`src/mfi_pkg.sv`:
```
`default_nettype none

package mfi_pkg;

  localparam int unsigned SAMPLE_WIDTH = 16;
  localparam int unsigned STEP_WIDTH   = 8;
  localparam int unsigned NUM_REGS     = 8;
  localparam int unsigned REG_IDX_W    = $clog2(NUM_REGS);
  localparam int unsigned ADDR_WIDTH   = REG_IDX_W + 2;
  localparam int unsigned DATA_WIDTH   = 32;

  typedef enum logic [REG_IDX_W-1:0] {
    REG_UNDER_VOLTAGE  = 3'd0,
    REG_OVER_VOLTAGE   = 3'd1,
    REG_OVER_CURRENT   = 3'd2,
    REG_VOLT_RISE_STEP = 3'd3,
    REG_VOLT_FALL_STEP = 3'd4,
    REG_CURR_RISE_STEP = 3'd5,
    REG_CURR_FALL_STEP = 3'd6,
    REG_AUTO_RESET_EN  = 3'd7
  } reg_idx_e;

  typedef struct packed {
    logic [SAMPLE_WIDTH-1:0]        bus_voltage;
    logic signed [SAMPLE_WIDTH-1:0] current_alpha;
    logic signed [SAMPLE_WIDTH-1:0] current_beta;
    logic                           driver_fault;
    logic                           temp_warning;
    logic                           drive_enabled;
    logic                           ignore_faults;
    logic                           starting_up;
    logic                           reset_pending;
  } mfi_in_t;

  typedef struct packed {
    logic shutdown_request;
    logic error_seen;
    logic voltage_fault;
    logic current_fault;
    logic temp_fault;
    logic any_error;
    logic reset_request;
  } mfi_out_t;

endpackage

`default_nettype wire

```
`src/motor_fault_integrator_core.sv`:
```
`default_nettype none

// channel | valid       | stall       | beat
// --------+-------------+-------------+----------------------
// input   | in_valid_i  | in_stall_o  | in_beat_i  (mfi_in_t)
// output  | out_valid_o | out_stall_i | out_beat_o (mfi_out_t)
// config  | psel/penable/pwrite, pready tied high, 4-byte register stride
//
// input beat to result beat passes the input register, then the result register
// one beat per cycle sustained while out_stall_i is low; both buckets update in the single compare/add stage
// reset clears counters, latches, valid flags and loads register defaults
// a stalled result holds the input register; input stalls only when both are full

module motor_fault_integrator_core #(
  parameter int unsigned TRIP_LEVEL = 1024
) (
  input  wire logic                                clk_i,
  input  wire logic                                rst_ni,
  input  wire logic                                in_valid_i,
  output logic                                     in_stall_o,
  input  wire mfi_pkg::mfi_in_t                    in_beat_i,
  output logic                                     out_valid_o,
  input  wire logic                                out_stall_i,
  output mfi_pkg::mfi_out_t                        out_beat_o,
  input  wire logic                                psel,
  input  wire logic                                penable,
  input  wire logic                                pwrite,
  input  wire logic [mfi_pkg::ADDR_WIDTH-1:0]      paddr,
  input  wire logic [mfi_pkg::DATA_WIDTH-1:0]      pwdata,
  output logic      [mfi_pkg::DATA_WIDTH-1:0]      prdata,
  output logic                                     pready
);

  import mfi_pkg::*;

  localparam int unsigned CNT_WIDTH = $clog2(TRIP_LEVEL + 255);
  localparam logic [CNT_WIDTH-1:0] PresetCount = CNT_WIDTH'(TRIP_LEVEL - 1);
  localparam logic [CNT_WIDTH-1:0] PeakCount   = CNT_WIDTH'(TRIP_LEVEL + 254);

  // configuration registers
  logic [SAMPLE_WIDTH-1:0]        uv_lim_q;
  logic [SAMPLE_WIDTH-1:0]        ov_lim_q;
  logic signed [SAMPLE_WIDTH-1:0] oc_lim_q;
  logic [STEP_WIDTH-1:0]          v_rise_q;
  logic [STEP_WIDTH-1:0]          v_fall_q;
  logic [STEP_WIDTH-1:0]          c_rise_q;
  logic [STEP_WIDTH-1:0]          c_fall_q;
  logic                           auto_rst_q;

  reg_idx_e reg_idx;
  logic     cfg_wr;

  assign reg_idx = reg_idx_e'(paddr[ADDR_WIDTH-1:2]);
  assign cfg_wr  = psel & penable & pwrite;
  assign pready  = 1'b1;

  always_ff @(posedge clk_i or negedge rst_ni) begin
    if (!rst_ni) begin
      uv_lim_q   <= '0;
      ov_lim_q   <= '1;
      oc_lim_q   <= {1'b0, {(SAMPLE_WIDTH-1){1'b1}}};
      v_rise_q   <= STEP_WIDTH'(1);
      v_fall_q   <= STEP_WIDTH'(1);
      c_rise_q   <= STEP_WIDTH'(1);
      c_fall_q   <= STEP_WIDTH'(1);
      auto_rst_q <= 1'b0;
    end else if (cfg_wr) begin
      case (reg_idx)
        REG_UNDER_VOLTAGE:  uv_lim_q   <= pwdata[SAMPLE_WIDTH-1:0];
        REG_OVER_VOLTAGE:   ov_lim_q   <= pwdata[SAMPLE_WIDTH-1:0];
        REG_OVER_CURRENT:   oc_lim_q   <= pwdata[SAMPLE_WIDTH-1:0];
        REG_VOLT_RISE_STEP: v_rise_q   <= pwdata[STEP_WIDTH-1:0];
        REG_VOLT_FALL_STEP: v_fall_q   <= pwdata[STEP_WIDTH-1:0];
        REG_CURR_RISE_STEP: c_rise_q   <= pwdata[STEP_WIDTH-1:0];
        REG_CURR_FALL_STEP: c_fall_q   <= pwdata[STEP_WIDTH-1:0];
        REG_AUTO_RESET_EN:  auto_rst_q <= pwdata[0];
        default: ;
      endcase
    end
  end

  always_comb begin
    case (reg_idx)
      REG_UNDER_VOLTAGE:  prdata = DATA_WIDTH'(uv_lim_q);
      REG_OVER_VOLTAGE:   prdata = DATA_WIDTH'(ov_lim_q);
      REG_OVER_CURRENT:   prdata = DATA_WIDTH'($unsigned(oc_lim_q));
      REG_VOLT_RISE_STEP: prdata = DATA_WIDTH'(v_rise_q);
      REG_VOLT_FALL_STEP: prdata = DATA_WIDTH'(v_fall_q);
      REG_CURR_RISE_STEP: prdata = DATA_WIDTH'(c_rise_q);
      REG_CURR_FALL_STEP: prdata = DATA_WIDTH'(c_fall_q);
      REG_AUTO_RESET_EN:  prdata = DATA_WIDTH'(auto_rst_q);
      default:            prdata = '0;
    endcase
  end

  // pipeline control
  logic    in_vld_q;
  mfi_in_t in_q;
  logic    out_vld_q;
  mfi_out_t out_q;
  logic    advance;

  assign advance     = ~out_vld_q | ~out_stall_i;
  assign in_stall_o  = in_vld_q & ~advance;
  assign out_valid_o = out_vld_q;
  assign out_beat_o  = out_q;

  always_ff @(posedge clk_i or negedge rst_ni) begin
    if (!rst_ni) begin
      in_vld_q <= 1'b0;
    end else if (!in_stall_o) begin
      in_vld_q <= in_valid_i;
    end
  end

  always_ff @(posedge clk_i) begin
    if (!in_stall_o && in_valid_i) begin
      in_q <= in_beat_i;
    end
  end

  // fault state
  logic [CNT_WIDTH-1:0] v_cnt_q, v_cnt_d;
  logic [CNT_WIDTH-1:0] c_cnt_q, c_cnt_d;
  logic v_latch_q, v_latch_d;
  logic c_latch_q, c_latch_d;
  logic t_latch_q, t_latch_d;
  logic sticky_q, sticky_d;
  mfi_out_t res_d;

  logic                 drv_trip;
  logic                 checks;
  logic                 v_bad;
  logic                 c_bad;
  logic [CNT_WIDTH-1:0] v_cnt_pre;
  logic [CNT_WIDTH-1:0] c_cnt_pre;
  logic [CNT_WIDTH-1:0] v_cnt_new;
  logic [CNT_WIDTH-1:0] c_cnt_new;
  logic v_trip, v_empty, c_trip, c_empty;
  logic shutdown;
  logic any_err;

  assign drv_trip  = in_q.driver_fault & in_q.drive_enabled;
  assign checks    = ~in_q.ignore_faults & ~in_q.starting_up;
  assign v_cnt_pre = drv_trip ? PresetCount : v_cnt_q;
  assign c_cnt_pre = drv_trip ? PresetCount : c_cnt_q;
  assign v_bad     = (in_q.bus_voltage < uv_lim_q) | (in_q.bus_voltage > ov_lim_q);
  assign c_bad     = (in_q.current_alpha > oc_lim_q) | (in_q.current_beta > oc_lim_q);

  mfi_bucket #(
    .TRIP_LEVEL(TRIP_LEVEL),
    .CNT_WIDTH (CNT_WIDTH)
  ) u_v_bucket (
    .count_i(v_cnt_pre),
    .bad_i  (v_bad),
    .rise_i (v_rise_q),
    .fall_i (v_fall_q),
    .count_o(v_cnt_new),
    .trip_o (v_trip),
    .empty_o(v_empty)
  );

  mfi_bucket #(
    .TRIP_LEVEL(TRIP_LEVEL),
    .CNT_WIDTH (CNT_WIDTH)
  ) u_c_bucket (
    .count_i(c_cnt_pre),
    .bad_i  (c_bad),
    .rise_i (c_rise_q),
    .fall_i (c_fall_q),
    .count_o(c_cnt_new),
    .trip_o (c_trip),
    .empty_o(c_empty)
  );

  always_comb begin
    v_cnt_d   = v_cnt_pre;
    c_cnt_d   = c_cnt_pre;
    v_latch_d = v_latch_q;
    c_latch_d = c_latch_q;
    t_latch_d = t_latch_q | (in_q.driver_fault & in_q.temp_warning);
    shutdown  = drv_trip;
    if (checks) begin
      v_cnt_d = v_cnt_new;
      c_cnt_d = c_cnt_new;
      if (v_trip) begin
        v_latch_d = 1'b1;
      end else if (v_empty) begin
        v_latch_d = 1'b0;
      end
      if (c_trip) begin
        c_latch_d = 1'b1;
      end else if (c_empty) begin
        c_latch_d = 1'b0;
      end
      shutdown = drv_trip | v_trip | c_trip;
    end
    sticky_d = sticky_q | shutdown;
    any_err  = in_q.driver_fault | v_latch_d | t_latch_d | in_q.temp_warning | c_latch_d;

    res_d.shutdown_request = shutdown;
    res_d.error_seen       = sticky_d;
    res_d.voltage_fault    = v_latch_d;
    res_d.current_fault    = c_latch_d;
    res_d.temp_fault       = t_latch_d;
    res_d.any_error        = any_err;
    res_d.reset_request    = checks & (~in_q.drive_enabled | shutdown) &
                             ~in_q.reset_pending & ~any_err & auto_rst_q;
  end

  always_ff @(posedge clk_i or negedge rst_ni) begin
    if (!rst_ni) begin
      v_cnt_q   <= '0;
      c_cnt_q   <= '0;
      v_latch_q <= 1'b0;
      c_latch_q <= 1'b0;
      t_latch_q <= 1'b0;
      sticky_q  <= 1'b0;
      out_vld_q <= 1'b0;
    end else if (advance) begin
      out_vld_q <= in_vld_q;
      if (in_vld_q) begin
        v_cnt_q   <= v_cnt_d;
        c_cnt_q   <= c_cnt_d;
        v_latch_q <= v_latch_d;
        c_latch_q <= c_latch_d;
        t_latch_q <= t_latch_d;
        sticky_q  <= sticky_d;
      end
    end
  end

  always_ff @(posedge clk_i) begin
    if (advance && in_vld_q) begin
      out_q <= res_d;
    end
  end

  a_latch_sticky: assert property (@(posedge clk_i) disable iff (!rst_ni)
    (v_latch_q | c_latch_q) |-> sticky_q)
    else $error("fault latch set without sticky error");

  a_cnt_peak: assert property (@(posedge clk_i) disable iff (!rst_ni)
    (v_cnt_q <= PeakCount) && (c_cnt_q <= PeakCount))
    else $error("bucket counter above peak");

  a_rst_req_clean: assert property (@(posedge clk_i) disable iff (!rst_ni)
    (out_vld_q && out_q.reset_request) |-> !out_q.any_error)
    else $error("reset request with error present");

  a_stall_full: assert property (@(posedge clk_i) disable iff (!rst_ni)
    in_stall_o |-> (in_vld_q && out_vld_q && out_stall_i))
    else $error("input stalled with room in the pipeline");

endmodule

`default_nettype wire

```
`src/mfi_bucket.sv`:
```
`default_nettype none

module mfi_bucket #(
  parameter int unsigned TRIP_LEVEL = 1024,
  parameter int unsigned CNT_WIDTH  = 11
) (
  input  wire logic [CNT_WIDTH-1:0] count_i,
  input  wire logic                 bad_i,
  input  wire logic [7:0]           rise_i,
  input  wire logic [7:0]           fall_i,
  output logic      [CNT_WIDTH-1:0] count_o,
  output logic                      trip_o,
  output logic                      empty_o
);

  localparam logic [CNT_WIDTH-1:0] Trip = CNT_WIDTH'(TRIP_LEVEL);

  logic [CNT_WIDTH-1:0] rise_ext;
  logic [CNT_WIDTH-1:0] fall_ext;

  assign rise_ext = CNT_WIDTH'(rise_i);
  assign fall_ext = CNT_WIDTH'(fall_i);

  always_comb begin
    if (bad_i) begin
      count_o = (count_i < Trip) ? count_i + rise_ext : count_i;
    end else begin
      count_o = (count_i > fall_ext) ? count_i - fall_ext : '0;
    end
  end

  assign trip_o  = (count_o >= Trip);
  assign empty_o = (count_o == '0);

endmodule

`default_nettype wire
```
`config.mk`:
```
export PLATFORM = sky130hd
export DESIGN_NAME = motor_fault_integrator_core
export DESIGN_NICKNAME = d
export VERILOG_FILES = /design/src/mfi_pkg.sv /design/src/motor_fault_integrator_core.sv /design/src/mfi_bucket.sv
export SDC_FILE = /design/constraint.sdc
export NUM_CORES = 1
export LEC_CHECK = 0
export BUFFER_PORTS_ARGS = -buffer_cell sky130_fd_sc_hd__buf_2
export CORE_MARGIN = 4
export CORE_UTILIZATION = 45
export CTS_BUF_LIST = sky130_fd_sc_hd__clkbuf_8
export CTS_CLUSTER_DIAMETER = 40
export CTS_CLUSTER_SIZE = 12
export DETAILED_ROUTE_END_ITERATION = 12
export SLEW_MARGIN = 20
export SYNTH_ARGS = -nofsm -noshare
export SYNTH_HDL_FRONTEND = slang
export SYNTH_SLANG_ARGS = --single-unit
```
`constraint.sdc`:
```
create_clock -name clk_i -period 7.6 [get_ports clk_i]
set_input_delay 0.76 -clock clk_i [delete_from_list [all_inputs] [get_ports clk_i]]
set_output_delay 0.76 -clock clk_i [all_outputs]
set_load 0.02 [all_outputs]
```
After elaboration in Yosys (flattened, before gate mapping)
Index checks and enable logic that the tools add are counted.
Widths: inputs -> output; s select.
- multiplexer cells: 18
- order comparisons: 10
- bitwise gates (word level): 30
- add/sub/neg operators: 4
- reduce and logical (&&, ||, !) cells: 15
- equality and inequality tests: 7
- operators with widths (kind ; count):
    $pmux 32 s8 ; 1
    $mux 11 ; 10
    $gt 16x16->1 ; 3
    $add 11x8->11 ; 2
    $ge 11x11->1 const B ; 2
    $gt 11x8->1 ; 2
    $logic_not 11->1 ; 2
    $lt 11x11->1 const B ; 2
    $sub 11x8->11 ; 2
    $reduce_and 2->1 ; 9
    $lt 16x16->1 ; 1
    $eq 3x3->1 const B ; 4
    $or 1x1->1 ; 12
    $and 1x1->1 ; 10
    $not 1->1 ; 8
    $mux 1 ; 7
    $eq 3x2->1 const B ; 2
    $eq 3x1->1 const B ; 1
    $logic_not 3->1 ; 1
    $logic_and 1x1->1 ; 2
    $logic_not 1->1 ; 1
- word-level logic and storage cells: 116
- flip-flop bits (word level): 170

Logic depth before layout (Yosys ltp)
- word-level depth: 16
- mapped depth: 16

By module
From an unflattened synthesis, not the netlist that was laid out.
- cell total of the unflattened synthesis: 1054
- area, all modules: 10787.8 um2
- by module, submodules not included (module ; area each (um2) ; cells each ; instances ; seq. area each (um2)):
    motor_fault_integrator_core ; 8519.4 ; 736 ; 1 ; 4603.2
    mfi_bucket (u_v_bucket) ; 1144.8 ; 158 ; 1 ; 0.0
    mfi_bucket (u_c_bucket) ; 1123.6 ; 160 ; 1 ; 0.0

Worst setup path before layout
No wires, ideal clock.
- path kind: reg-to-reg
- start: reg in_q[5] (netlist name)
- end: reg out_q, in the netlist out_beat_o[1] (data pin)
- buffers on the path: 2
- setup slack: 3702 ps
- library setup time: 267 ps
- data required time: 7333 ps
- cell stages (with the launch flop): 16
- data arrival time: 3631 ps
- cells stage by stage: edfxtp_1 > nand2_1 > clkbuf_1 > clkbuf_1 > nand2b_1 > ha_1 > fa_1 > a211oi_1 > nor2_1 > xnor2_1 > a21oi_1 > or4b_1 > nor4b_2 > a22oi_1 > a21oi_2 > nand3_1
- cells in the longest elaborated chain, start to end: 13
- RTL lines (element ; RTL line ; source):
    start: declaration ; motor_fault_integrator_core.sv:98 ; mfi_in_t in_q;
    start signal: assignment ; motor_fault_integrator_core.sv:118 ; in_q <= in_beat_i;
    parallel branches: the longest is 12 deep, another holds $sub 11x8->11 ; -- ;
    $or 1x1->1 (*) ; motor_fault_integrator_core.sv:199 ; any_err = in_q.driver_fault | v_latch_d | t_latch_d | in_q.temp_warning | c_latch_d;
    via any_err ; motor_fault_integrator_core.sv:141 ; logic any_err;
    end signal: assignment ; motor_fault_integrator_core.sv:235 ; out_q <= res_d;
    end: declaration ; motor_fault_integrator_core.sv:100 ; mfi_out_t out_q;
Mark *: on every way through the listed nets, which the timed path passes.
A chain may end at the register's enable or synchronous reset.

==> impl_metrics.py <==
metrics = {
    "clock_tree": {
        "ctsHoldBuffers": 0,
        "cts_buffer_depth": 2,
        "htree_levels": 4,
        "numClockSinks": 170,
        "numCtsBuffers": 17,
        "cts-resized-gates": 0,
        "cts-root-buf": "clkbuf_8",
        "worstSkewPairLatency_ps": 460,
        "clk_pin_slew_ps": 110,
        "cts_tree": "built",
        "post_cts_buffers": 0,
    },
    "global_route": {
        "grt_max_degree": 56,
        "grt_pass1_vias": 8400,
        "antenna_found_initial": 0,
        "grt_pass1_wl_mm": 45.80,
        "grt.total_usage_pct": 21.82,
        "grt_overflow": 0,
    },
    "yosys": {
        "synth_cells": 1138,
        "synth_cell_types": 78,
        "yosysSeqAreaShare_pct": 41.92,
        "syn-mean-instance-area_um2": 9.650,
        "synth_top_cells_by_area": "dfrtp_1 (17%), edfxtp_1 (17%), ha_1 (11%)",
        "yosysTopAreaCellShare_pct": 16.86,
        "yosysWarnings": 0,
        "netlist_area_um2": 10980,
        "synth_flop_cell": "dfrtp_1",
        "ys_ff_latch": 170,
        "synth_edf_count": 61,
        "synth_top_area_cell": "dfrtp_1",
        "synth-async-reset-ratio_pct": 64.12,
    },
    "placement": {
        "io_buffers": 104,
        "placed_area_um2": 11730,
        "hpwl_mm": 21.65,
        "finalWeightedCongestion": 0.8889,
    },
    "finish": {
        "final_common_cell": "buf_2",
        "n_antenna_cell": 0,
        "final_cell_mix": "buf_2 (103), nand2_1 (97), nor2_1 (95), ha_1 (95), o21ai_0 (88)",
        "postLayoutCellArea_um2": 12130,
        "nNetsFinal": 1422,
        "drive_gt1_share_pct": 19.39,
        "area_delta_synth_final_pct": 10.47,
    },
    "status": {
        "outcome": "complete, no violations",
    },
    "timing": {
        "fmax_mhz": 238.9,
        "finalSetupTns_ps": 0,
        "setup_viol": 0,
        "layout_min_cycle_time_ps": 4186,
        "final-hold-violation-count": 0,
        "rsz0062_at_grt": "no",
        "tightest_slew_ps": 1130,
        "slew-limit-headroom_pct": 24.69,
        "finClkSkew_ps": 17.93,
        "drv_slew": 0,
        "period_share_pct": 55.08,
    },
    "floorplanning": {
        "boundaryPins": 140,
        "die_width_um": 164.2,
        "num_rows": 56,
        "initial_utilization_pct": 46.23,
        "die-area_um2": 26970,
        "die_h_um": 164.2,
        "coreArea_um2": 23750,
    },
    "routing": {
        "wirelength_mm": 28.79,
        "routed-via-count": 8697,
        "viasPerCell": 5.586,
        "drt_iter0_markers": 619,
        "first_pass_iters": 8,
        "drc": 0,
        "postRouteAntennaNets": 0,
        "wl_per_cell_um": 18.49,
    },
    "critical_path": {
        "max_stage_delay_ps": 750,
        "crit_slowest_cell": "a2111oi_0",
        "criticalPathCategory": "reg -> reg",
        "reg2reg_from": "in_q[5]",
        "reg2reg_to": "out_beat_o[0]",
        "worstPathArrival_ps": 4410,
        "path_max_fanout": 26,
        "r2r_slack_ps": 3410,
        "worstPathRequired_ps": 7830,
        "r2r_cells": 15,
        "end_kind": "register",
        "path_cells": "nand2_1, buf_4, nand2b_1, inv_1, ha_1, fa_1, nand2b_1, a2111oi_0, o221ai_1, xnor2_1, a2bb2oi_1, nor2_1, a22oi_1, a21oi_2, and4_1",
        "crit_top_cell": "nand2b_1",
        "start_kind": "register",
    },
    "power": {
        "power.density_nw_per_um2": 311.0,
        "ir_drop_v": 0.0001132,
        "p_leak_nw": 5.266,
    },
    "run": {
        "drv_cap": 0,
    },
    "worst_hold_path": {
        "hold_path_class": "in -> async",
    },
}
routing by layer:
metal | GRT usage, % | wire length, um
met3 | 3.061 | 1094
met2 | 36.30 | 13940
met1 | 30.11 | 13250
met5 | 0 | 0
met4 | 5.490 | 505
cell usage after synthesis (9+ instances only):
cell type,instances
dfrtp_1,74
mux2_2,47
a211oi_1,15
o31ai_1,9
nand2_1,97
a21o_1,13
ha_1,95
nor2_1,96
a31oi_1,12
o211ai_1,10
mux2i_1,28
inv_1,86
nand3_1,16
xnor2_1,15
buf_4,17
nand4_1,21
dfstp_2,35
a21oi_1,83
nor2b_1,12
or3_1,11
edfxtp_1,61
clkbuf_1,30
nor3_1,18
nand2b_1,26
o21ai_0,88
o21a_1,10
cells by family after synthesis:
group	count (synthesis)	synth area share [%]
AND/OR/NAND/NOR	333	14.61
AO/OA/AOI/OAI	288	16.27
flip-flops	170	41.92
buffers and inverters	144	5.628
adder cells (fa/ha/maj)	99	11.55
multiplexers	79	8.123
XOR/XNOR	23	1.834
other	2	0.06839
registers in the layout, summed over array words and instances, names as in the netlist:
| signal | cells |
|---|---|
| auto_rst_q | 1 |
| v_cnt_q | 11 |
| c_cnt_q | 11 |
| in_q | 54 |
| sticky_q | 1 |
| out_valid_o | 1 |
| in_vld_q | 1 |
| v_latch_q | 1 |
| ov_lim_q | 16 |
| c_rise_q | 8 |
| v_fall_q | 8 |
| t_latch_q | 1 |
| v_rise_q | 8 |
| out_beat_o | 7 |
| c_fall_q | 8 |
| c_latch_q | 1 |
| uv_lim_q | 16 |
| oc_lim_q | 16 |
worst max-delay path, delay by kind of cell (launching register included):
family / cells / cell delay [ps]
AOI/OAI and AO/OA: 5 / 1690
buffers and inverters: 2 / 280
DFF: 1 / 480
and+or+nand+nor: 5 / 630
xor gates and xnor gates: 1 / 250
adders and majority gates: 2 / 610
power by group:
part           switching, W  internal (W)
combinational       0.00105      0.000748
sequential         0.000145       0.00116
clock              0.000375      0.000292
total               0.00157       0.00220
worst max path at each step:
stage	slack, ps	depth (start not counted)	end	from
after floorplan	3700	15	out_beat_o[1]	in_q[5]
after global placement	3580	15	out_beat_o[0]	in_q[5]
after detailed placement	3530	15	out_beat_o[0]	in_q[5]
after CTS	3480	15	out_beat_o[0]	in_q[5]
after global routing	3170	13	out_beat_o[1]	in_q[5]
final	3410	15	out_beat_o[0]	in_q[5]
metrics by stage:
step	std cells	power (W)	util (%)	hold slack [ps]	setup WS, ps
final	1557	0.003773	51.07	329.1	3414
after detailed placement	1525	0.003096	49.36	463.1	3526
after global placement	1525	0.003064	49.36	449.2	3583
after floorplan	1153	0.002647	-	433.7	3702
after CTS	1557	0.003775	51.07	353.1	3479
after global routing	1557	0.004074	51.07	358.4	3174
layout make-up:
type                    instances  area [um2]
inverters                      86       322.8
clock buffers                  19       261.5
flip-flops and latches        170        4603
fillers                      2238       11620
multi-input cells             839        5824
repair buffers                111       575.6
clock inverters                13       145.1
well taps                     319       399.1
Power figures use the tool's default switching activity.
